--- config.mk ---
export PLATFORM = sky130hd
export DESIGN_NAME = sensor_status_led_tracker_core
export DESIGN_NICKNAME = d
export VERILOG_FILES = /design/src/hdl/sslt_pkg.sv /design/src/hdl/sslt_cfg_regs.sv /design/src/hdl/sslt_engine.sv /design/src/hdl/sensor_status_led_tracker_core.sv
export SDC_FILE = /design/constraint.sdc
export NUM_CORES = 2
export LEC_CHECK = 0
export BUFFER_PORTS_ARGS = -buffer_cell sky130_fd_sc_hd__buf_2
export CAP_MARGIN = 20
export CORE_UTILIZATION = 62
export DETAILED_ROUTE_END_ITERATION = 7
export HOLD_SLACK_MARGIN = 0.05
export PLACE_DENSITY = 0.9
export RECOVER_POWER = 50
export SYNTH_ARGS = -nofsm -noshare
export SYNTH_HDL_FRONTEND = slang
export SYNTH_SLANG_ARGS = --single-unit
--- constraint.sdc ---
create_clock -name i_clk -period 9.3 [get_ports i_clk]
set_clock_uncertainty 0.1 [all_clocks]
set_input_delay 0.93 -clock i_clk [delete_from_list [all_inputs] [get_ports i_clk]]
set_output_delay 0.93 -clock i_clk [all_outputs]
set_load 0.01 [all_outputs]
--- src/hdl/sslt_pkg.sv ---
// sslt_pkg: shared types, register codes and constants for the sensor status led tracker
// used by sslt_cfg_regs, sslt_engine and sensor_status_led_tracker_core
// no dependencies

package sslt_pkg;

    // table size default and moisture channel count
    localparam int SLOTS_DEF     = 3;
    localparam int ADC_CHANNELS  = 4;
    localparam int MOIST_CHECKED = (ADC_CHANNELS - 1 < 3) ? (ADC_CHANNELS - 1) : 3;

    // field widths
    localparam int ADDR_W    = 48;
    localparam int INTV_W    = 16;
    localparam int BATT_W    = 16;
    localparam int MOIST_W   = 10;
    localparam int EXTRA_W   = 8;
    localparam int PERIOD_W  = 16;
    localparam int TIME_W    = 32;
    localparam int LED_OUT_W = 9;
    localparam int IDX_OUT_W = 2;
    localparam int LIMIT_W   = 27;

    // stream payload widths
    localparam int S_TDATA_W = 112;
    localparam int M_TDATA_W = 16;

    // apb
    localparam int APB_AW = 4;
    localparam int APB_DW = 32;

    localparam logic [MOIST_W-1:0] OPEN_CIRCUIT = 10'd1023;
    localparam logic [9:0]         MS_PER_SEC   = 10'd1000;

    // led colors within one slot
    localparam logic [2:0] LED_BLUE  = 3'b001;
    localparam logic [2:0] LED_GREEN = 3'b010;
    localparam logic [2:0] LED_RED   = 3'b100;

    // register reset values
    localparam logic [BATT_W-1:0]   BATT_THR_RST   = 16'd0;
    localparam logic [MOIST_W-1:0]  WATER_THR_RST  = 10'd1023;
    localparam logic [EXTRA_W-1:0]  EXTRA_SEC_RST  = 8'd0;
    localparam logic [PERIOD_W-1:0] SWEEP_PER_RST  = 16'd500;

    typedef enum logic [1:0] {
        REG_BATTERY_THR  = 2'd0,
        REG_WATER_THR    = 2'd1,
        REG_EXTRA_SEC    = 2'd2,
        REG_SWEEP_PERIOD = 2'd3
    } t_reg_idx;

    typedef struct packed {
        logic [BATT_W-1:0]   battery_threshold;
        logic [MOIST_W-1:0]  water_threshold;
        logic [EXTRA_W-1:0]  extra_seconds;
        logic [PERIOD_W-1:0] sweep_period_ms;
    } t_cfg;

    typedef struct packed {
        logic                action;
        logic [ADDR_W-1:0]   node_address;
        logic [INTV_W-1:0]   interval_seconds;
        logic [BATT_W-1:0]   battery_level;
        logic [MOIST_W-1:0]  moisture_a;
        logic [MOIST_W-1:0]  moisture_b;
        logic [MOIST_W-1:0]  moisture_c;
    } t_item;

    typedef struct packed {
        logic [LED_OUT_W-1:0] led_bits;
        logic [IDX_OUT_W-1:0] slot_index;
        logic                 slot_found;
    } t_result;

endpackage

--- src/hdl/sslt_cfg_regs.sv ---
// sslt_cfg_regs: apb register file for thresholds, grace time and sweep period
// depends on sslt_pkg

module sslt_cfg_regs (
    input  logic                           i_clk,
    input  logic                           i_rst_n,
    input  logic                           psel,
    input  logic                           penable,
    input  logic                           pwrite,
    input  logic [sslt_pkg::APB_AW-1:0]    paddr,
    input  logic [sslt_pkg::APB_DW-1:0]    pwdata,
    output logic [sslt_pkg::APB_DW-1:0]    prdata,
    output logic                           pready,
    output sslt_pkg::t_cfg                 o_cfg
);

    sslt_pkg::t_cfg   r_cfg;
    sslt_pkg::t_reg_idx reg_idx;
    logic             wr_en;

    assign pready  = 1'b1;
    assign reg_idx = sslt_pkg::t_reg_idx'(paddr[3:2]);
    assign wr_en   = psel & penable & pwrite & pready;

    always_ff @(posedge i_clk) begin
        if (!i_rst_n) begin
            r_cfg.battery_threshold <= sslt_pkg::BATT_THR_RST;
            r_cfg.water_threshold   <= sslt_pkg::WATER_THR_RST;
            r_cfg.extra_seconds     <= sslt_pkg::EXTRA_SEC_RST;
            r_cfg.sweep_period_ms   <= sslt_pkg::SWEEP_PER_RST;
        end else if (wr_en) begin
            case (reg_idx)
                sslt_pkg::REG_BATTERY_THR:  r_cfg.battery_threshold <= pwdata[15:0];
                sslt_pkg::REG_WATER_THR:    r_cfg.water_threshold   <= pwdata[9:0];
                sslt_pkg::REG_EXTRA_SEC:    r_cfg.extra_seconds     <= pwdata[7:0];
                sslt_pkg::REG_SWEEP_PERIOD: r_cfg.sweep_period_ms   <= pwdata[15:0];
                default: ;
            endcase
        end
    end

    always_comb begin
        case (reg_idx)
            sslt_pkg::REG_BATTERY_THR:  prdata = {16'd0, r_cfg.battery_threshold};
            sslt_pkg::REG_WATER_THR:    prdata = {22'd0, r_cfg.water_threshold};
            sslt_pkg::REG_EXTRA_SEC:    prdata = {24'd0, r_cfg.extra_seconds};
            sslt_pkg::REG_SWEEP_PERIOD: prdata = {16'd0, r_cfg.sweep_period_ms};
            default:                    prdata = '0;
        endcase
    end

    assign o_cfg = r_cfg;

endmodule

--- src/hdl/sslt_engine.sv ---
// sslt_engine: slot table, led register, millisecond clock and timeout sweep
// one item is applied per cycle when i_valid is high; depends on sslt_pkg

module sslt_engine #(
    parameter int SLOTS = sslt_pkg::SLOTS_DEF
) (
    input  logic              i_clk,
    input  logic              i_rst_n,
    input  logic              i_valid,
    input  sslt_pkg::t_item   i_item,
    input  sslt_pkg::t_cfg    i_cfg,
    output sslt_pkg::t_result o_res
);

    localparam int SLOT_W = (SLOTS > 1) ? $clog2(SLOTS) : 1;
    localparam int LED_W  = 3 * SLOTS;

    logic [sslt_pkg::ADDR_W-1:0] r_addr     [SLOTS];
    logic [SLOTS-1:0]            r_used, n_used;
    logic [sslt_pkg::INTV_W-1:0] r_interval [SLOTS];
    logic [sslt_pkg::INTV_W-1:0] n_interval [SLOTS];
    logic [sslt_pkg::TIME_W-1:0] r_last     [SLOTS];
    logic [sslt_pkg::TIME_W-1:0] n_last     [SLOTS];
    logic [LED_W-1:0]            r_led, n_led;
    logic [sslt_pkg::TIME_W-1:0] r_time, n_time;
    logic [sslt_pkg::PERIOD_W-1:0] r_cnt, n_cnt;

    logic                        match_any, free_any, found;
    logic [SLOT_W-1:0]           match_idx, free_idx, sel_idx;
    logic [sslt_pkg::TIME_W-1:0] time_inc;
    logic [sslt_pkg::PERIOD_W:0] cnt_inc, period;
    logic [SLOTS-1:0]            tmo;
    logic [2:0]                  color;
    logic                        wet;
    logic [LED_W+sslt_pkg::LED_OUT_W-1:0] led_pad;
    logic [SLOT_W+sslt_pkg::IDX_OUT_W-1:0] idx_pad;

    // address lookup, lowest slot wins
    always_comb begin
        match_any = 1'b0;
        free_any  = 1'b0;
        match_idx = '0;
        free_idx  = '0;
        for (int s = SLOTS - 1; s >= 0; s--) begin
            if (r_used[s] && r_addr[s] == i_item.node_address) begin
                match_any = 1'b1;
                match_idx = SLOT_W'(s);
            end
            if (!r_used[s]) begin
                free_any = 1'b1;
                free_idx = SLOT_W'(s);
            end
        end
    end

    assign found   = ~i_item.action & (match_any | free_any);
    assign sel_idx = match_any ? match_idx : free_idx;

    // moisture check over the wired channels
    always_comb begin
        logic [sslt_pkg::MOIST_W-1:0] m [3];
        m[0] = i_item.moisture_a;
        m[1] = i_item.moisture_b;
        m[2] = i_item.moisture_c;
        wet  = 1'b0;
        for (int c = 0; c < sslt_pkg::MOIST_CHECKED; c++) begin
            if (m[c] < sslt_pkg::OPEN_CIRCUIT && m[c] > i_cfg.water_threshold) begin
                wet = 1'b1;
            end
        end
    end

    always_comb begin
        if (i_item.battery_level < i_cfg.battery_threshold) begin
            color = sslt_pkg::LED_RED;
        end else if (wet) begin
            color = sslt_pkg::LED_BLUE;
        end else begin
            color = sslt_pkg::LED_GREEN;
        end
    end

    // timeout test per slot against the advanced clock
    assign time_inc = r_time + 32'd1;

    always_comb begin
        logic [sslt_pkg::INTV_W:0]   secs;
        logic [sslt_pkg::LIMIT_W-1:0] limit;
        logic [sslt_pkg::TIME_W-1:0] diff;
        for (int s = 0; s < SLOTS; s++) begin
            secs   = {1'b0, r_interval[s]} + 17'(i_cfg.extra_seconds);
            limit  = sslt_pkg::LIMIT_W'(secs) * sslt_pkg::LIMIT_W'(sslt_pkg::MS_PER_SEC);
            diff   = time_inc - r_last[s];
            tmo[s] = ~diff[sslt_pkg::TIME_W-1] &&
                     (diff > sslt_pkg::TIME_W'(limit));
        end
    end

    // a zero period sweeps on every tick
    assign cnt_inc = {1'b0, r_cnt} + 17'd1;
    assign period  = (i_cfg.sweep_period_ms == '0) ? 17'd1 : {1'b0, i_cfg.sweep_period_ms};

    always_comb begin
        n_used     = r_used;
        n_interval = r_interval;
        n_last     = r_last;
        n_led      = r_led;
        n_time     = r_time;
        n_cnt      = r_cnt;
        if (i_item.action) begin
            n_time = time_inc;
            if (cnt_inc >= period) begin
                n_cnt = '0;
                for (int s = 0; s < SLOTS; s++) begin
                    if (tmo[s]) begin
                        n_led[3*s +: 3] = 3'b000;
                    end
                end
            end else begin
                n_cnt = cnt_inc[sslt_pkg::PERIOD_W-1:0];
            end
        end else if (found) begin
            for (int s = 0; s < SLOTS; s++) begin
                if (SLOT_W'(s) == sel_idx) begin
                    n_used[s]       = 1'b1;
                    n_interval[s]   = i_item.interval_seconds;
                    n_last[s]       = r_time;
                    n_led[3*s +: 3] = color;
                end
            end
        end
    end

    always_ff @(posedge i_clk) begin
        if (!i_rst_n) begin
            r_used <= '0;
            r_led  <= '0;
            r_time <= '0;
            r_cnt  <= '0;
            for (int s = 0; s < SLOTS; s++) begin
                r_interval[s] <= '0;
                r_last[s]     <= '0;
            end
        end else if (i_valid) begin
            r_used     <= n_used;
            r_interval <= n_interval;
            r_last     <= n_last;
            r_led      <= n_led;
            r_time     <= n_time;
            r_cnt      <= n_cnt;
        end
    end

    // addresses are only read behind a used bit
    always_ff @(posedge i_clk) begin
        if (i_valid && !i_item.action && !match_any && free_any) begin
            r_addr[free_idx] <= i_item.node_address;
        end
    end

    assign led_pad = {{sslt_pkg::LED_OUT_W{1'b0}}, n_led};
    assign idx_pad = {{sslt_pkg::IDX_OUT_W{1'b0}}, (found ? sel_idx : {SLOT_W{1'b0}})};

    assign o_res.led_bits   = led_pad[sslt_pkg::LED_OUT_W-1:0];
    assign o_res.slot_index = idx_pad[sslt_pkg::IDX_OUT_W-1:0];
    assign o_res.slot_found = found;

    a_tick_no_slot: assert property (@(posedge i_clk) disable iff (!i_rst_n)
        i_valid && i_item.action |-> !o_res.slot_found && o_res.slot_index == '0)
        else $error("tick reported a slot");

    a_used_grows: assert property (@(posedge i_clk) disable iff (!i_rst_n)
        i_valid |=> $countones(r_used) >= $past($countones(r_used)))
        else $error("slot used bit dropped");

    a_hit_marks_used: assert property (@(posedge i_clk) disable iff (!i_rst_n)
        i_valid && found |=> r_used != '0)
        else $error("report with slot left table empty");

endmodule

--- src/hdl/sensor_status_led_tracker_core.sv ---
// sensor_status_led_tracker_core: top level with stream input/output registers
// depends on sslt_pkg, sslt_cfg_regs and sslt_engine
//
//   channel | direction | handshake                | payload
//   --------+-----------+--------------------------+--------------------------------
//   s       | in        | i_s_tvalid / o_s_tready  | i_s_tdata (112b), i_s_tuser (action)
//   m       | out       | o_m_tvalid / i_m_tready  | o_m_tdata (16b), o_m_tuser (slot_found)
//   apb     | in        | psel, penable, pready    | paddr, pwdata, pwrite, prdata
//
// one item per cycle sustained while results are taken; an accepted item passes through
// the input register and then the result register around the slot engine
// i_rst_n is synchronous, active low; clears the slot table, led register, clock,
// sweep counter, configuration and both valid flags (no clearing pass)
// a stalled result holds the output register; the input register still takes one
// more item, then o_s_tready drops until the result is taken

module sensor_status_led_tracker_core #(
    parameter int SLOTS = sslt_pkg::SLOTS_DEF
) (
    input  logic                             i_clk,
    input  logic                             i_rst_n,
    // stream in
    input  logic                             i_s_tvalid,
    output logic                             o_s_tready,
    // [47:0] node_address, [63:48] interval_seconds, [79:64] battery_level,
    // [89:80] moisture_a, [99:90] moisture_b, [109:100] moisture_c, [111:110] zero
    input  logic [sslt_pkg::S_TDATA_W-1:0]   i_s_tdata,
    // [0] action (0 report, 1 tick)
    input  logic                             i_s_tuser,
    // stream out
    output logic                             o_m_tvalid,
    input  logic                             i_m_tready,
    // [8:0] led_bits, [10:9] slot_index, [15:11] zero
    output logic [sslt_pkg::M_TDATA_W-1:0]   o_m_tdata,
    // [0] slot_found
    output logic                             o_m_tuser,
    // configuration
    input  logic                             psel,
    input  logic                             penable,
    input  logic                             pwrite,
    input  logic [sslt_pkg::APB_AW-1:0]      paddr,
    input  logic [sslt_pkg::APB_DW-1:0]      pwdata,
    output logic [sslt_pkg::APB_DW-1:0]      prdata,
    output logic                             pready
);

    sslt_pkg::t_cfg    cfg;
    sslt_pkg::t_item   r_in, n_in;
    logic              r_in_vld;
    sslt_pkg::t_result r_out, eng_res;
    logic              r_out_vld;
    logic              s_xfer;
    logic              advance;

    sslt_cfg_regs u_cfg (
        .i_clk   (i_clk),
        .i_rst_n (i_rst_n),
        .psel    (psel),
        .penable (penable),
        .pwrite  (pwrite),
        .paddr   (paddr),
        .pwdata  (pwdata),
        .prdata  (prdata),
        .pready  (pready),
        .o_cfg   (cfg)
    );

    // item in the input register moves on when the result register is free or draining
    assign advance    = r_in_vld & (~r_out_vld | i_m_tready);
    assign o_s_tready = ~r_in_vld | advance;
    assign s_xfer     = i_s_tvalid & o_s_tready;

    // unpack the incoming transaction
    always_comb begin
        n_in.action           = i_s_tuser;
        n_in.node_address     = i_s_tdata[47:0];
        n_in.interval_seconds = i_s_tdata[63:48];
        n_in.battery_level    = i_s_tdata[79:64];
        n_in.moisture_a       = i_s_tdata[89:80];
        n_in.moisture_b       = i_s_tdata[99:90];
        n_in.moisture_c       = i_s_tdata[109:100];
    end

    // input register
    always_ff @(posedge i_clk) begin
        if (!i_rst_n) begin
            r_in_vld <= 1'b0;
        end else if (o_s_tready) begin
            r_in_vld <= i_s_tvalid;
        end
    end

    always_ff @(posedge i_clk) begin
        if (s_xfer) begin
            r_in <= n_in;
        end
    end

    // slot engine: state updates at the edge where the item moves to the result register
    sslt_engine #(
        .SLOTS (SLOTS)
    ) u_engine (
        .i_clk   (i_clk),
        .i_rst_n (i_rst_n),
        .i_valid (advance),
        .i_item  (r_in),
        .i_cfg   (cfg),
        .o_res   (eng_res)
    );

    // result register
    always_ff @(posedge i_clk) begin
        if (!i_rst_n) begin
            r_out_vld <= 1'b0;
        end else if (advance) begin
            r_out_vld <= 1'b1;
        end else if (i_m_tready) begin
            r_out_vld <= 1'b0;
        end
    end

    always_ff @(posedge i_clk) begin
        if (advance) begin
            r_out <= eng_res;
        end
    end

    assign o_m_tvalid = r_out_vld;
    assign o_m_tdata  = {5'd0, r_out.slot_index, r_out.led_bits};
    assign o_m_tuser  = r_out.slot_found;

    a_stall_blocks: assert property (@(posedge i_clk) disable iff (!i_rst_n)
        r_in_vld && r_out_vld && !i_m_tready |-> !o_s_tready)
        else $error("input taken while both stages are blocked");

    a_advance_fills: assert property (@(posedge i_clk) disable iff (!i_rst_n)
        advance |=> r_out_vld)
        else $error("processed item did not reach the result register");

    a_result_kept: assert property (@(posedge i_clk) disable iff (!i_rst_n)
        r_out_vld && !i_m_tready |=> r_out_vld)
        else $error("stalled result was dropped");

endmodule
==> results.yml <==
route:
  wl_per_cell_um: 18.6
  num_vias: 29585
  firstDrtPassIters: 6
  finalWirelength_um: 92700
  drc: 0
  via_per_inst: 5.95
  drt-initial-drc-count: 2420
  ant_nets: 0
place:
  placement.io_buffers: 165
  dp_slack_ps: -106
  hpwl_um: 69000
  dpl_cell_area_mm2: 0.0394
  place.gp.congestion: 0.949
logic_synthesis:
  yosysWarnings: 0
  yosysUniqueCellTypes: 84
  yosysSeqAreaShare_pct: 34.8
  synth_flop_cell: "edfxtp_1"
  async_flop_share_pct: 0
  netlist_area_mm2: 0.0378
  syn_inst: 3993
  ys_seq_elements: 523
  syn_avg_cell_area_um2: 9.46
  synth_edf_count: 267
cts:
  cts_htree_levels: 2
  cts_buffer_depth: 3
  cts.clk_slew.worst_paths_ps: 70
  cts_sinks: 523
  clk_latency_ps: 630
  cts_root_buf: "clkbuf_16"
  cts_made_buffers: 50
  cts_tree: "done"
layout:
  final_nets: 4861
  final_common_cell: "inv_1"
  drive_gt1_share_pct: 8.52
  final_cell_mix: "inv_1 (445), ha_1 (395), a21oi_1 (352)"
  fin_util_pct: 68.5
  final_area_mm2: 0.0413
  antenna_cells: 0
  area_growth_pct: 9.35
  nFillCells: 4121
run_status:
  status: "finished with violations"
  violations: "capacitance limit, slew limit"
run:
  maxCapViolCount: 2
sta:
  relSlewSlack_pct: -130
  hold_violations: 0
  tns_ps: 0
  fin_crit_ps: 8990
  tightest_slew_ps: 3450
  fin_ws_ps: 307
  slew_violations: 114
  setup_viol: 0
  fmax_mhz: 111
  period_share_pct: 96.7
grt:
  grt_max_degree: 96
  grt_pass1_wl_um: 146000
  grt_use_total_pct: 29.2
  grt_pass1_vias: 29137
  grt_overflow: 0
  antenna_found_initial: 1
worst_setup_path:
  max_stage_delay_ps: 540
  cp_max_fo: 5
  critical_path.top_delay_family: "adder cells"
  crit_required_ps: 9740
  worst_path_max_delay_cell: "fa_1"
  critPathKind: "reg -> reg"
  path_buf_inv: 4
  worst_setup_path_end_kind: "flop"
  crit_arrival_ps: 9440
  cp-start-kind: "flop"
die:
  start_util_pct: 62.7
  ios: 208
  die_w_um: 249
  die_area_mm2: 0.0619
  rows: 90
  die_h_um: 249
  core_mm2: 0.0602
pwr:
  power.static_leakage_nw: 18.1
  p_per_area_mw_per_mm2: 127
  vdd_ir_drop_max_v: 0.000201
  p_total_mw: 5.24
hold_path:
  worstHoldPathType: "reg -> reg"
cell type report:
| cell class | count | area [µm²] | area share, % |
|---|---|---|---|
| clock inverter | 27 | 310 | 0.752 |
| tap | 782 | 978 | 2.37 |
| inverter | 451 | 1700 | 4.11 |
| clock buffer | 63 | 1360 | 3.30 |
| multi-input combinational | 2905 | 22600 | 54.7 |
| timing repair buffer | 222 | 1220 | 2.95 |
| sequential | 523 | 13100 | 31.8 |
power breakdown:
group	leakage, nW	switching [mW]	internal [mW]
logic	12.7	0.365	0.247
registers	4.57	0.0600	2.48
clock network	0.813	0.928	1.16
kinds of logic (layout without fill, tap and decap cells):
| group | after synthesis | after routing | synth area share [%] |
|---|---|---|---|
| mux | 54 | 54 | 1.70 |
| compound gates | 793 | 793 | 13.0 |
| simple gates | 1060 | 1060 | 13.1 |
| other cells | 2 | 22 | 0.0199 |
| buf+inv | 585 | 763 | 6.13 |
| xor+xnor | 424 | 424 | 9.83 |
| flops | 523 | 523 | 34.8 |
| fa+ha+maj | 552 | 552 | 21.4 |
Yosys cell counts, types with 12 or more instances:
cell type	number	area (µm²)
a211oi_1	19	143
a21o_1	91	683
a21oi_1	357	1790
a22o_1	13	114
a31oi_1	12	75.1
and2_1	19	119
and3_1	44	275
buf_2	23	115
buf_4	24	180
clkbuf_1	81	304
dfxtp_1	256	5120
edfxtp_1	267	8020
fa_1	156	3120
ha_1	396	4950
inv_1	446	1670
mux2i_1	46	460
nand2_1	325	1220
nand2b_1	41	257
nand3_1	68	340
nand4_1	50	313
nor2_1	322	1210
nor2b_1	33	206
nor3_1	51	255
nor4_1	44	275
o211ai_1	24	180
o21a_1	30	225
o21ai_0	109	546
o21ai_1	13	65.1
o21bai_1	24	180
or3_1	21	131
xnor2_1	174	1520
xor2_1	250	2190
sequential cells by signal (all words and copies together), names as in the netlist:
signal	flops
u_engine.r_addr	144
r_in	111
u_engine.r_last	96
u_cfg.o_cfg	50
u_engine.r_interval	48
u_engine.r_time	32
u_engine.r_cnt	16
o_m_tdata	11
u_engine.r_led	9
u_engine.r_used	3
o_m_tuser	1
o_m_tvalid	1
r_in_vld	1
worst reg2reg max path: cells and delay by family, from the launching register on:
kind / cells / cell delay, ps
adder cells (fa/ha/maj): 8 / 3070
AND/OR/NAND/NOR: 7 / 1660
XOR/XNOR: 2 / 360
flip-flops: 1 / 390
buffers and inverters: 4 / 330
AO/OA/AOI/OAI: 14 / 2990
through the flow:
step	hold slack [ps]	instances
after floorplan	336	4013
after global placement	344	4877
after detailed placement	347	4877
after CTS	356	4967
after global routing	360	4973
final	359	4973
per-layer routing:
layer | track usage [%] | vias up | part of all wire [%]
li1 | - | 13993 | -
met1 | 36.0 | 14113 | 39
met2 | 50.4 | 1172 | 49
met3 | 4.31 | 305 | 6.9
met4 | 13.5 | 2 | 4.8
met5 | 0 | - | 0.0086
worst paths after layout:
path,startpoint,endpoint,slack (ps),cells after the start
max,u_cfg.o_cfg[16],u_engine.r_led[3],310,35
min,u_engine.r_last[30],u_engine.r_last[30],360,2
max reg2reg,u_cfg.o_cfg[16],u_engine.r_led[3],310,35
min reg2reg,u_engine.r_last[30],u_engine.r_last[30],360,2
timing repair:
item,4_1_cts,5_1_grt
endpoints found under the setup margin,6,18
pin swaps,0,13
setup buffers,0,5
hold buffers,0,0
cloned,0,0
gates resized for setup,2,35
Note: power is estimated with default switching activity, not from simulation.
